## src/rtl/srst_pkg.sv

```systemverilog
// Shared widths, constants and codes for the stepper ramp step timer.
package srst_pkg;

  localparam int RATE_W = 24;
  localparam int STEP_W = 32;
  localparam int LEVEL_W = 16;
  localparam int POS_W = 32;
  localparam int CFG_IDX_W = 3;
  localparam int CFG_DATA_W = 32;
  localparam int PLAN_CODE_W = 3;
  localparam int PLAN_ENTRIES = 8;
  localparam int PLAN_W = PLAN_CODE_W * PLAN_ENTRIES;
  localparam int PLAN_DEPTH_DEFAULT = 8;

  localparam logic [RATE_W-1:0] RATE_MAX = 24'hFFFFFF;

  localparam int Q16_W = 15;
  localparam logic [Q16_W-1:0] FIRST_STEP_Q16 = 15'd26581;
  localparam int MUL_ACC_W = RATE_W + Q16_W;

  localparam int DIV_DVD_W = RATE_W + 1;
  localparam int DIV_DVS_W = LEVEL_W + 2;

  localparam logic ACT_START = 1'b0;
  localparam logic ACT_TICK = 1'b1;

  localparam logic [PLAN_CODE_W-1:0] PH_ACCEL = 3'd1;
  localparam logic [PLAN_CODE_W-1:0] PH_CRUISE = 3'd2;
  localparam logic [PLAN_CODE_W-1:0] PH_DECEL = 3'd3;
  localparam logic [PLAN_CODE_W-1:0] PH_CRUISE_ALT = 3'd5;

  localparam logic [CFG_IDX_W-1:0] REG_TOTAL_STEPS = 3'd0;
  localparam logic [CFG_IDX_W-1:0] REG_ACCEL_END = 3'd1;
  localparam logic [CFG_IDX_W-1:0] REG_DECEL_START = 3'd2;
  localparam logic [CFG_IDX_W-1:0] REG_CRUISE_RATE = 3'd3;
  localparam logic [CFG_IDX_W-1:0] REG_TOP_LEVEL = 3'd4;
  localparam logic [CFG_IDX_W-1:0] REG_END_LEVEL = 3'd5;
  localparam logic [CFG_IDX_W-1:0] REG_END_RATE = 3'd6;
  localparam logic [CFG_IDX_W-1:0] REG_PHASE_PLAN = 3'd7;

endpackage

```

## src/rtl/srst_serial_div.sv

```systemverilog
// Restoring divider that produces one quotient bit per cycle.
module srst_serial_div (
  input  logic                            clk,
  input  logic                            rst,
  input  logic                            start,
  input  logic [srst_pkg::DIV_DVD_W-1:0]  dividend,
  input  logic [srst_pkg::DIV_DVS_W-1:0]  divisor,
  output logic                            done,
  output logic [srst_pkg::DIV_DVD_W-1:0]  quotient
);
  import srst_pkg::*;

  localparam int CNT_W = $clog2(DIV_DVD_W);

  logic                  busy;
  logic [CNT_W-1:0]      cnt;
  logic [DIV_DVD_W-1:0]  dvd;
  logic [DIV_DVS_W-1:0]  rem;
  logic [DIV_DVS_W:0]    trial;
  logic [DIV_DVS_W:0]    diff;
  logic                  ge;

  always_comb begin
    trial = {rem, dvd[DIV_DVD_W-1]};
    ge = trial >= {1'b0, divisor};
    diff = trial - {1'b0, divisor};
  end

  always_ff @(posedge clk) begin
    if (rst) begin
      busy <= 1'b0;
      done <= 1'b0;
      cnt <= '0;
    end else begin
      done <= 1'b0;
      if (start) begin
        busy <= 1'b1;
        cnt <= '0;
      end else if (busy) begin
        cnt <= cnt + 1'b1;
        if (cnt == CNT_W'(DIV_DVD_W - 1)) begin
          busy <= 1'b0;
          done <= 1'b1;
        end
      end
    end
  end

  always_ff @(posedge clk) begin
    if (start) begin
      dvd <= dividend;
      rem <= '0;
      quotient <= '0;
    end else if (busy) begin
      dvd <= {dvd[DIV_DVD_W-2:0], 1'b0};
      rem <= ge ? diff[DIV_DVS_W-1:0] : trial[DIV_DVS_W-1:0];
      quotient <= {quotient[DIV_DVD_W-2:0], ge};
    end
  end

endmodule

```

## src/rtl/srst_serial_mul.sv

```systemverilog
// Shift-and-add multiplier by the first-step Q16 factor, one factor bit per cycle.
module srst_serial_mul (
  input  logic                         clk,
  input  logic                         rst,
  input  logic                         start,
  input  logic [srst_pkg::RATE_W-1:0]  multiplicand,
  output logic                         done,
  output logic [srst_pkg::RATE_W-1:0]  product_q16
);
  import srst_pkg::*;

  localparam int CNT_W = $clog2(Q16_W);

  logic                  busy;
  logic [CNT_W-1:0]      cnt;
  logic [Q16_W-1:0]      cbits;
  logic [RATE_W-1:0]     mcand;
  logic [MUL_ACC_W-1:0]  acc;

  always_ff @(posedge clk) begin
    if (rst) begin
      busy <= 1'b0;
      done <= 1'b0;
      cnt <= '0;
    end else begin
      done <= 1'b0;
      if (start) begin
        busy <= 1'b1;
        cnt <= '0;
      end else if (busy) begin
        cnt <= cnt + 1'b1;
        if (cnt == CNT_W'(Q16_W - 1)) begin
          busy <= 1'b0;
          done <= 1'b1;
        end
      end
    end
  end

  always_ff @(posedge clk) begin
    if (start) begin
      mcand <= multiplicand;
      cbits <= FIRST_STEP_Q16;
      acc <= '0;
    end else if (busy) begin
      cbits <= {cbits[Q16_W-2:0], 1'b0};
      acc <= {acc[MUL_ACC_W-2:0], 1'b0}
             + (cbits[Q16_W-1] ? MUL_ACC_W'(mcand) : '0);
    end
  end

  assign product_q16 = {1'b0, acc[MUL_ACC_W-1:16]};

endmodule

```

## src/rtl/stepper_ramp_step_timer_core.sv

```systemverilog
// Stepper ramp step timer: sequencer, configuration registers and output register.
// A start item goes from the idle state to the done state; a step tick passes through the phase
// state, then the serial multiplier on the first acceleration step or the serial divider on
// other ramp steps that compute a new interval, and then the done state, which loads the output.
// One item is in work at a time: the input is ready only in the idle state.
// Synchronous reset clears all configuration registers, the ramp state and the output valid.
module stepper_ramp_step_timer_core #(
  parameter int PLAN_DEPTH = srst_pkg::PLAN_DEPTH_DEFAULT
) (
  input  logic                              clk,
  input  logic                              rst,
  input  logic                              s_axis_tvalid,
  output logic                              s_axis_tready,
  // start_rate [23:0], move_reverse [24], zero fill [31:25]
  input  logic [31:0]                       s_axis_tdata,
  // action [0]
  input  logic                              s_axis_tuser,
  output logic                              m_axis_tvalid,
  input  logic                              m_axis_tready,
  // timer_period [23:0], position [55:24]
  output logic [55:0]                       m_axis_tdata,
  // timer_stop [0]
  output logic                              m_axis_tuser,
  output logic                              m_axis_tlast,
  input  logic                              cfg_valid,
  output logic                              cfg_ready,
  input  logic [srst_pkg::CFG_IDX_W-1:0]    cfg_index,
  input  logic [srst_pkg::CFG_DATA_W-1:0]   cfg_data
);
  import srst_pkg::*;

  localparam int IDXW = (PLAN_DEPTH > 1) ? $clog2(PLAN_DEPTH) : 1;

  localparam logic [2:0] S_IDLE = 3'd0;
  localparam logic [2:0] S_PHASE = 3'd1;
  localparam logic [2:0] S_MUL = 3'd2;
  localparam logic [2:0] S_DIV = 3'd3;
  localparam logic [2:0] S_DONE = 3'd4;

  logic [2:0]              state;

  logic [STEP_W-1:0]       total_steps;
  logic [STEP_W-1:0]       accel_end_step;
  logic [STEP_W-1:0]       decel_start_step;
  logic [RATE_W-1:0]       cruise_rate;
  logic [LEVEL_W-1:0]      top_level;
  logic [LEVEL_W-1:0]      end_level;
  logic [RATE_W-1:0]       end_rate;
  logic [PLAN_W-1:0]       phase_plan;

  logic [STEP_W-1:0]       step_count;
  logic [RATE_W-1:0]       interval;
  logic [LEVEL_W-1:0]      ramp_level;
  logic [IDXW-1:0]         plan_index;
  logic [RATE_W-1:0]       saved_accel_rate;
  logic [POS_W-1:0]        axis_position;
  logic                    reverse_dir;

  logic [RATE_W-1:0]       res_period;
  logic                    res_stop;

  logic                    mul_start;
  logic                    mul_done;
  logic [RATE_W-1:0]       mul_product;
  logic                    div_start;
  logic                    div_done;
  logic                    div_sub;
  logic [DIV_DVD_W-1:0]    div_dividend;
  logic [DIV_DVS_W-1:0]    div_divisor;
  logic [DIV_DVD_W-1:0]    div_quotient;

  logic                    in_xfer;
  logic [STEP_W-1:0]       step_count_next;
  logic                    stop_next;
  logic [PLAN_CODE_W-1:0]  plan_code;
  logic [IDXW-1:0]         plan_index_next;
  logic [LEVEL_W-1:0]      level_down;
  logic [RATE_W+1:0]       dec_sum;

  assign s_axis_tready = (state == S_IDLE);
  assign cfg_ready = 1'b1;
  assign in_xfer = s_axis_tvalid && s_axis_tready;

  always_comb begin
    step_count_next = step_count + 1'b1;
    stop_next = step_count_next > total_steps;
    plan_code = '0;
    for (int k = 0; k < PLAN_ENTRIES; k++) begin
      if (k < PLAN_DEPTH && plan_index == IDXW'(k)) begin
        plan_code = phase_plan[PLAN_CODE_W*k +: PLAN_CODE_W];
      end
    end
    plan_index_next = (plan_index == IDXW'(PLAN_DEPTH - 1)) ? '0 : plan_index + 1'b1;
    level_down = (ramp_level != '0) ? ramp_level - 1'b1 : '0;
    dec_sum = {2'b00, interval} + {1'b0, div_quotient};
  end

  always_ff @(posedge clk) begin
    if (rst) begin
      total_steps <= '0;
      accel_end_step <= '0;
      decel_start_step <= '0;
      cruise_rate <= '0;
      top_level <= '0;
      end_level <= '0;
      end_rate <= '0;
      phase_plan <= '0;
    end else if (cfg_valid && cfg_ready) begin
      case (cfg_index)
        REG_TOTAL_STEPS: total_steps <= cfg_data;
        REG_ACCEL_END: accel_end_step <= cfg_data;
        REG_DECEL_START: decel_start_step <= cfg_data;
        REG_CRUISE_RATE: cruise_rate <= cfg_data[RATE_W-1:0];
        REG_TOP_LEVEL: top_level <= cfg_data[LEVEL_W-1:0];
        REG_END_LEVEL: end_level <= cfg_data[LEVEL_W-1:0];
        REG_END_RATE: end_rate <= cfg_data[RATE_W-1:0];
        REG_PHASE_PLAN: phase_plan <= cfg_data[PLAN_W-1:0];
        default: ;
      endcase
    end
  end

  always_ff @(posedge clk) begin
    if (rst) begin
      state <= S_IDLE;
      step_count <= '0;
      interval <= '0;
      ramp_level <= '0;
      plan_index <= '0;
      saved_accel_rate <= '0;
      axis_position <= '0;
      reverse_dir <= 1'b0;
      mul_start <= 1'b0;
      div_start <= 1'b0;
      m_axis_tvalid <= 1'b0;
    end else begin
      mul_start <= 1'b0;
      div_start <= 1'b0;
      if (m_axis_tvalid && m_axis_tready) begin
        m_axis_tvalid <= 1'b0;
      end
      case (state)
        S_IDLE: begin
          if (in_xfer) begin
            if (s_axis_tuser == ACT_START) begin
              interval <= s_axis_tdata[RATE_W-1:0];
              reverse_dir <= s_axis_tdata[RATE_W];
              step_count <= '0;
              plan_index <= '0;
              ramp_level <= '0;
              res_period <= s_axis_tdata[RATE_W-1:0];
              res_stop <= 1'b0;
              state <= S_DONE;
            end else begin
              step_count <= step_count_next;
              res_stop <= stop_next;
              res_period <= stop_next ? '0 : interval;
              if (!stop_next) begin
                axis_position <= reverse_dir ? axis_position - 1'b1 : axis_position + 1'b1;
              end
              state <= S_PHASE;
            end
          end
        end
        S_PHASE: begin
          state <= S_DONE;
          case (plan_code)
            PH_ACCEL: begin
              if (accel_end_step <= step_count) begin
                plan_index <= plan_index_next;
                saved_accel_rate <= interval;
                interval <= cruise_rate;
                ramp_level <= top_level;
              end else if (ramp_level < top_level) begin
                ramp_level <= ramp_level + 1'b1;
                if (ramp_level == '0) begin
                  mul_start <= 1'b1;
                  state <= S_MUL;
                end else begin
                  div_dividend <= {interval, 1'b0};
                  div_divisor <= {ramp_level + 1'b1, 2'b01};
                  div_sub <= 1'b1;
                  div_start <= 1'b1;
                  state <= S_DIV;
                end
              end
            end
            PH_CRUISE, PH_CRUISE_ALT: begin
              if (step_count >= decel_start_step) begin
                plan_index <= plan_index_next;
                interval <= saved_accel_rate;
                ramp_level <= level_down;
              end
            end
            PH_DECEL: begin
              ramp_level <= level_down;
              if (level_down > end_level) begin
                div_dividend <= {interval, 1'b0};
                div_divisor <= {level_down, 2'b01};
                div_sub <= 1'b0;
                div_start <= 1'b1;
                state <= S_DIV;
              end else begin
                interval <= end_rate;
              end
            end
            default: ;
          endcase
        end
        S_MUL: begin
          if (mul_done) begin
            interval <= mul_product;
            state <= S_DONE;
          end
        end
        S_DIV: begin
          if (div_done) begin
            if (div_sub) begin
              interval <= interval - div_quotient[RATE_W-1:0];
            end else if (dec_sum > (RATE_W + 2)'(RATE_MAX)) begin
              interval <= RATE_MAX;
            end else begin
              interval <= dec_sum[RATE_W-1:0];
            end
            state <= S_DONE;
          end
        end
        S_DONE: begin
          if (!m_axis_tvalid || m_axis_tready) begin
            m_axis_tvalid <= 1'b1;
            state <= S_IDLE;
          end
        end
        default: state <= S_IDLE;
      endcase
    end
  end

  always_ff @(posedge clk) begin
    if (state == S_DONE && (!m_axis_tvalid || m_axis_tready)) begin
      m_axis_tdata <= {axis_position, res_period};
      m_axis_tuser <= res_stop;
      m_axis_tlast <= res_stop;
    end
  end

  srst_serial_mul u_mul (
    .clk          (clk),
    .rst          (rst),
    .start        (mul_start),
    .multiplicand (interval),
    .done         (mul_done),
    .product_q16  (mul_product)
  );

  srst_serial_div u_div (
    .clk      (clk),
    .rst      (rst),
    .start    (div_start),
    .dividend (div_dividend),
    .divisor  (div_divisor),
    .done     (div_done),
    .quotient (div_quotient)
  );

endmodule

```

## config.mk

```make
export PLATFORM = sky130hd
export DESIGN_NAME = stepper_ramp_step_timer_core
export DESIGN_NICKNAME = d
export VERILOG_FILES = /design/src/rtl/srst_pkg.sv /design/src/rtl/srst_serial_div.sv /design/src/rtl/srst_serial_mul.sv /design/src/rtl/stepper_ramp_step_timer_core.sv
export SDC_FILE = /design/constraint.sdc
export NUM_CORES = 2
export LEC_CHECK = 0
export ABC_CLOCK_PERIOD_IN_PS = 11600
export BUFFER_PORTS_ARGS = -buffer_cell sky130_fd_sc_hd__buf_2
export CAP_MARGIN = 15
export CORE_MARGIN = 8
export CORE_UTILIZATION = 45
export CTS_CLUSTER_SIZE = 25
export DETAILED_ROUTE_END_ITERATION = 12
export HOLD_SLACK_MARGIN = 0.02
export PLACE_DENSITY = 0.7
export SLEW_MARGIN = 25
export SYNTH_ARGS = -nofsm -noshare
export SYNTH_HDL_FRONTEND = slang
export SYNTH_SLANG_ARGS = --single-unit
```

## constraint.sdc

```tcl
create_clock -name clk -period 11.6 [get_ports clk]
set_input_delay 0.58 -clock clk [delete_from_list [all_inputs] [get_ports clk]]
set_output_delay 0.58 -clock clk [all_outputs]
set_load 0.01 [all_outputs]
```

* Word-level counts from Yosys, hierarchy flattened *
Index checks and enable logic that the tools add are counted.

storage, ports and cells
  word-level logic and storage cells = 228
  register bits = 623

cells by class
  bitwise operators = 8
  equality and inequality tests = 39
  reductions and logical operators = 39
  add/subtract/negate cells = 12
  muxes and demuxes = 85
  $lt $le $gt $ge = 7

operators with widths
  kind                                                                               count
  24-bit 2-to-1 mux                                                                  12
  25-bit 2-to-1 mux                                                                  6
  16-bit 2-to-1 mux                                                                  6
  24-bit one-hot mux with 4 select lines                                             1
  18-bit 2-to-1 mux                                                                  5
  24-bit one-hot mux with 3 select lines                                             1
  32-bit by 1-bit adder with 32-bit output, second input constant                    2
  32-bit 2-to-1 mux                                                                  2
  3-bit 2-to-1 mux                                                                   21
  25-bit one-hot mux with 2 select lines                                             1
  16-bit one-hot mux with 3 select lines                                             1
  39-bit adder                                                                       1
  18-bit one-hot mux with 2 select lines                                             1
  32-bit greater-or-equal comparator                                                 1
  32-bit greater-than comparator                                                     1
  32-bit less-or-equal comparator                                                    1
  16-bit one-hot mux with 2 select lines                                             1
  32-bit by 1-bit subtractor with 32-bit output, second input constant               1
  3-bit equality test, second input constant                                         10
  24-bit by 25-bit adder with 26-bit output                                          1
  26-bit by 24-bit greater-than comparator with 1-bit output, second input constant  1
  3-bit by 2-bit equality test with 1-bit output, second input constant              8
  24-bit subtractor                                                                  1
  1-bit 2-to-1 mux                                                                   21
  39 further kinds                                                                   83

* Depth between registers and ports, before layout *
  depth after elaboration = 13
  depth in mapped cells = 21
  gate-level depth less buffers = 18

* Cells and area by module *
Synthesis repeated with hierarchy kept, for this count alone.

unflattened totals
  cell total of the unflattened synthesis = 4209
  area, all modules = 35694.2 µm²

modules (own cells, without submodules)
  module                        instances  cells each  area each (µm²)
  stepper_ramp_step_timer_core  1          3294        26822.0
  srst_serial_mul               1          500         4815.9
  srst_serial_div               1          415         4056.4

* Least setup slack after synthesis *
OpenSTA, ideal clock, no wires.

  kind = flip-flop to flip-flop
  from = register ramp_level[0]
  to = register div_dividend[10] (enable)
  library setup time = 0.403 ns
  stages on the path, launching flop included = 18
  clock period less this slack = 4.691 ns
  required time = 11.197 ns
  arrival = 4.288 ns
  slack = 6.909 ns
  cells stage by stage = dfxtp_1 -> clkbuf_1 -> inv_1 -> ha_1 -> nand3_1 -> nor3_1 -> nand3_1 -> nor2_1 -> nor2_1 -> ha_1 -> nand4_1 -> or2_2 -> nor3_1 -> o21ai_0 -> a21oi_1 -> nand2_1 -> o21ai_0 -> and3_1

on the way
  longest elaborated chain between the ends = 5
  elaborated cells on any way between the ends = 10
  those cells by class = add/sub: 1; order compare: 2; eq/ne: 3; mux: 1; reduce/logical: 3

ends and longest elaborated chain
  what                                                                                  RTL line                             text
  start: declaration                                                                    stepper_ramp_step_timer_core.sv:53   logic [LEVEL_W-1:0] ramp_level;
  start signal: assignment                                                              stepper_ramp_step_timer_core.sv:173  ramp_level <= top_level;
  start signal: assignment                                                              stepper_ramp_step_timer_core.sv:175  ramp_level <= ramp_level + 1'b1;
  start signal: assignment                                                              stepper_ramp_step_timer_core.sv:192  ramp_level <= level_down;
  16-bit by 1-bit subtractor with 16-bit output or 16-bit nonzero test (tied branches)  stepper_ramp_step_timer_core.sv:94   level_down = (ramp_level != '0) ? ramp_level - 1'b1 : '0;
  16-bit 2-to-1 mux                                                                     stepper_ramp_step_timer_core.sv:94
  16-bit greater-than comparator                                                        stepper_ramp_step_timer_core.sv:197  if (level_down > end_level) begin
  2-bit != test (no line)                                                               -
  7-bit AND reduction (no line) *                                                       -
  end signal: assignment                                                                stepper_ramp_step_timer_core.sv:180  div_dividend <= {interval, 1'b0};
  end signal: assignment                                                                stepper_ramp_step_timer_core.sv:198  div_dividend <= {interval, 1'b0};
  end: declaration                                                                      stepper_ramp_step_timer_core.sv:68   logic [DIV_DVD_W-1:0] div_dividend;

Mark *: on every way between the ends. The rest lies on a longest branch, timed or not.
A chain may end at the register's enable or synchronous reset.

* Final worst setup path *
  from = register step_count[0]
  to = register axis_position[31]

on the way
  longest elaborated chain between the ends = 4

ends and longest elaborated chain
  what                                      RTL line                             text
  start: declaration                        stepper_ramp_step_timer_core.sv:51   logic [STEP_W-1:0] step_count;
  start signal: assignment                  stepper_ramp_step_timer_core.sv:155  step_count <= step_count_next;
  32-bit by 1-bit adder with 32-bit output  stepper_ramp_step_timer_core.sv:85   step_count_next = step_count + 1'b1;
  32-bit greater-than comparator            stepper_ramp_step_timer_core.sv:86   stop_next = step_count_next > total_steps;
  1-bit inverter (no line)                  -
  4-bit AND reduction (no line)             -
  end signal: assignment                    stepper_ramp_step_timer_core.sv:159  axis_position <= reverse_dir ? axis_position - 1'b1 : axis_position + 1'b1;
  end: declaration                          stepper_ramp_step_timer_core.sv:56   logic [POS_W-1:0] axis_position;

Every way passes these cells.

==> run_results.csv <==
group,metric,value,unit
status,status,"completed",
cells_and_area,drive_gt1_frac,0.0875,
synth,synth.net_count,4397,
floorplanning,die_x,293,um
grt,grt_pass1_vias,27400,
timing,rsz0062_at_grt,"no",
power_and_ir_drop,design_power_total,0.00539,W
cts,cts_tree,"done",
power_and_ir_drop,clkPwrFrac,0.421,
drt,drt-initial-drc-count,2329,
power_and_ir_drop,switching_share,0.271,
synth,syn_inst,4062,
timing,slew_headroom,0.269,
power_and_ir_drop,intPower,0.00393,W
grt,grt_pass1_wl,149000,um
floorplanning,start_util,0.455,
cells_and_area,syn_to_final_growth,10.6,%
synth,seq_area_frac_synth,0.408,
power_and_ir_drop,vdd_ir_drop_max,0.111,mV
power_and_ir_drop,p_leak,15.2,nW
synth,yosys.area.top_type_share,0.259,
drt,via_per_inst,5.64,
setup_path,ff2ff_setup_slack,5.68,ns
synth,yosys_register_bits,619,
setup_path,critical_path.slowest_cell,"nor3_1",
grt,overflow,0,
floorplanning,io_pins,134,
hold_path,hold_path_end,"decel_start_step[24]",
cells_and_area,final_cell_mix,"nand2_1, dfxtp_1, a21oi_1",
cts,root_buffer,"clkbuf_16",
grt,grt_max_degree,103,
timing,min_period,5.92,ns
power_and_ir_drop,combPwrFrac,0.133,
synth,syn_area,34600,um2
drt,drc_errors,0,
cts,hold_buffers,0,
setup_path,cp-start-kind,"flop",
setup_path,critPathMaxStageDelay,0.73,ns
placed_design,dp_hpwl,65400,um
grt,grt_usage,0.213,
synth,synth_cell_type_count,94,
power_and_ir_drop,cellPowerDensity,141,nW/um2
timing,fmax,169,MHz
timing,finalSetupViolCount,0,
timing,worst_pin_slew,1.09,ns
cells_and_area,layout_commonest_cell,"nand2_1",
drt,wl_per_cell,18.4,um
setup_path,crit_chain,"ha_1 > and3_1 > and3_1 > nand3_1 > nor3_1 > nand2_1 > nor4_1 > xnor2_1 > ha_1 > nand4_1 > or2_2 > nor3_1 > nand4_1 > o31ai_4 > buf_4 > nand2_4 > or3_1 > a21oi_1",
synth,ys_dominant_reg_cell,"dfxtp_1",
placed_design,place_congestion,0.904,
cts,cts_sinks,619,
grt,antenna_found_initial,5,
synth,synthArstFlopShare,0,
setup_path,end_kind,"flop",
synth,ys_top_cells_by_area,"dfxtp_1, edfxtp_1, ha_1",
timing,drv_slew,0,
setup_path,critPathRequiredTime,12.14,ns
hold_path,hold_path.class,"in -> reg",
floorplanning,die_area,86000,um2
synth,syn_avg_cell_area,8.52,um2
cts,cts_made_buffers,69,
cts,clock_path_buffers,3,
drt,vias,29000,
hold_path,min_path_cells,3,
drt,drtAntennaViolNets,0,
power_and_ir_drop,seq_power_share,0.446,
setup_path,reg2reg_depth,18,
cts,cts_setup_buffers,0,
setup_path,r2r_start,"step_count[0]",
setup_path,path_max_fanout,34,
floorplanning,fp-row-count,101,
setup_path,critical_path_class,"reg -> reg",
timing,hold_violations,0,
floorplanning,die_h,293,um
timing,setup_tns,0,ns
placed_design,io_buffers,125,
cts,post_cts_resized,0,
hold_path,min_from,"cfg_data[24]",
floorplanning,coreArea,76100,um2
job,maxCapViolCount,0,
synth,ys.warnings.count,0,
cells_and_area,layout.nets,4393,
drt,drtPass1Iterations,10,
power_and_ir_drop,p_sw,0.00146,W
cts,path_clk_slew,0.07,ns
timing,skew,0.0268,ns
setup_path,critPathArrivalTime,6.46,ns
setup_path,reg2reg_to,"axis_position[31]",
cts,clk_latency,0.62,ns
synth,yosys.area.top_type,"dfxtp_1",
synth,synth_edf_count,171,
drt,drt-total-wl,94500,um
timing,post-route-period-util,0.510,
cts,h-tree-depth,3,
worst max path at each step:
stage,startpoint,end
after floorplan,ramp_level[0],div_dividend[10]
after global placement,step_count[0],axis_position[31]
after detailed placement,step_count[0],axis_position[31]
after CTS,step_count[0],axis_position[31]
after global routing,step_count[0],axis_position[31]
final,step_count[0],axis_position[31]
state kept, by name (all words and copies together) (netlist names), 15 cells and up:
register	cells
top_level	16
decel_start_step	32
m_axis_tdata	56
u_div.rem	18
ramp_level	16
u_mul.mcand	24
u_div.quotient	25
div_dividend	24
div_divisor	16
end_level	16
total_steps	32
step_count	32
res_period	24
u_mul.cbits	15
u_div.dvd	24
interval	24
accel_end_step	32
saved_accel_rate	24
phase_plan	24
end_rate	24
u_mul.acc	39
axis_position	32
cruise_rate	24
power groups by stage:
stage	Combinational, W	Sequential, W	Clock [W]
final	0.000715	0.00240	0.00227
after global routing	0.000788	0.00241	0.00239
after CTS	0.000708	0.00240	0.00231
after detailed placement	0.000703	0.00245	0
after global placement	0.000694	0.00245	0
after floorplan	0.000524	0.00240	0
cell usage after synthesis (17+ instances only):
| master | number |
|---|---|
| nand2_1 | 606 |
| dfxtp_1 | 448 |
| a21oi_1 | 439 |
| nor2_1 | 323 |
| inv_1 | 266 |
| ha_1 | 258 |
| clkbuf_1 | 175 |
| edfxtp_1 | 171 |
| o21ai_0 | 160 |
| mux2i_1 | 112 |
| nand3_1 | 105 |
| xnor2_1 | 102 |
| nor3_1 | 71 |
| a21o_1 | 61 |
| a211oi_1 | 48 |
| and2_1 | 42 |
| nand4_1 | 42 |
| xor2_1 | 41 |
| and3_1 | 36 |
| nand2b_1 | 34 |
| nor2b_1 | 32 |
| mux2_2 | 31 |
| o21a_1 | 30 |
| o211ai_1 | 24 |
| o221ai_1 | 22 |
| a211o_1 | 21 |
| a31oi_1 | 21 |
| buf_1 | 20 |
| o22ai_1 | 20 |
| buf_2 | 18 |
| o21bai_1 | 18 |
| or3_1 | 17 |
stage by stage:
step / std cells / worst slack, ns / cell area [um2] / util / hold slack (ns)
floorplan: 4062 / 6.91 / 34600 / - / 0.400
global placement: 5016 / 5.41 / 35900 / 0.471 / 0.404
detailed placement: 5016 / 5.36 / 35900 / 0.471 / 0.405
CTS: 5141 / 5.34 / 38200 / 0.502 / 0.183
global route: 5142 / 5.18 / 38300 / 0.503 / 0.205
finish: 5145 / 5.68 / 38300 / 0.503 / 0.225
cell type report:
cell class,instances,area [um2]
clock inverters,32,378
clock buffers,93,1980
multi-input cells,2940,18600
well taps,1030,1290
flip-flops and latches,619,14100
fillers,7223,37800
diodes,3,7.51
inverters,267,1000
repair buffers,161,910
cells by family (layout without fill, tap and decap cells):
family / Yosys count / count (layout) / synth area share
AO/OA/AOI/OAI: 1024 / 1024 / 0.186
XOR/XNOR: 143 / 143 / 0.0362
adder cells (fa/ha/maj): 262 / 262 / 0.0956
buffers and inverters: 503 / 553 / 0.0569
flip-flops: 619 / 619 / 0.408
multiplexers: 143 / 143 / 0.0425
other: 1 / 4 / 0.000108
AND/OR/NAND/NOR: 1367 / 1367 / 0.175
critical path: cells and delay by family (launching register included):
family | cells | cell delay (ns)
AND/OR/NAND/NOR | 12 | 4.04
adder cells (fa/ha/maj) | 2 | 0.57
flip-flops | 1 | 0.47
buffers and inverters | 1 | 0.37
XOR/XNOR | 1 | 0.15
AO/OA/AOI/OAI | 2 | 0.23
layer usage:
layer,GRT usage,share of wire,up-vias
met5,0,0.00031,-
met4,0.0668,0.029,4
met3,0.0432,0.082,196
met2,0.351,0.46,1002
met1,0.279,0.43,13600
li1,-,-,14200
(Power assumes the default switching activity.)
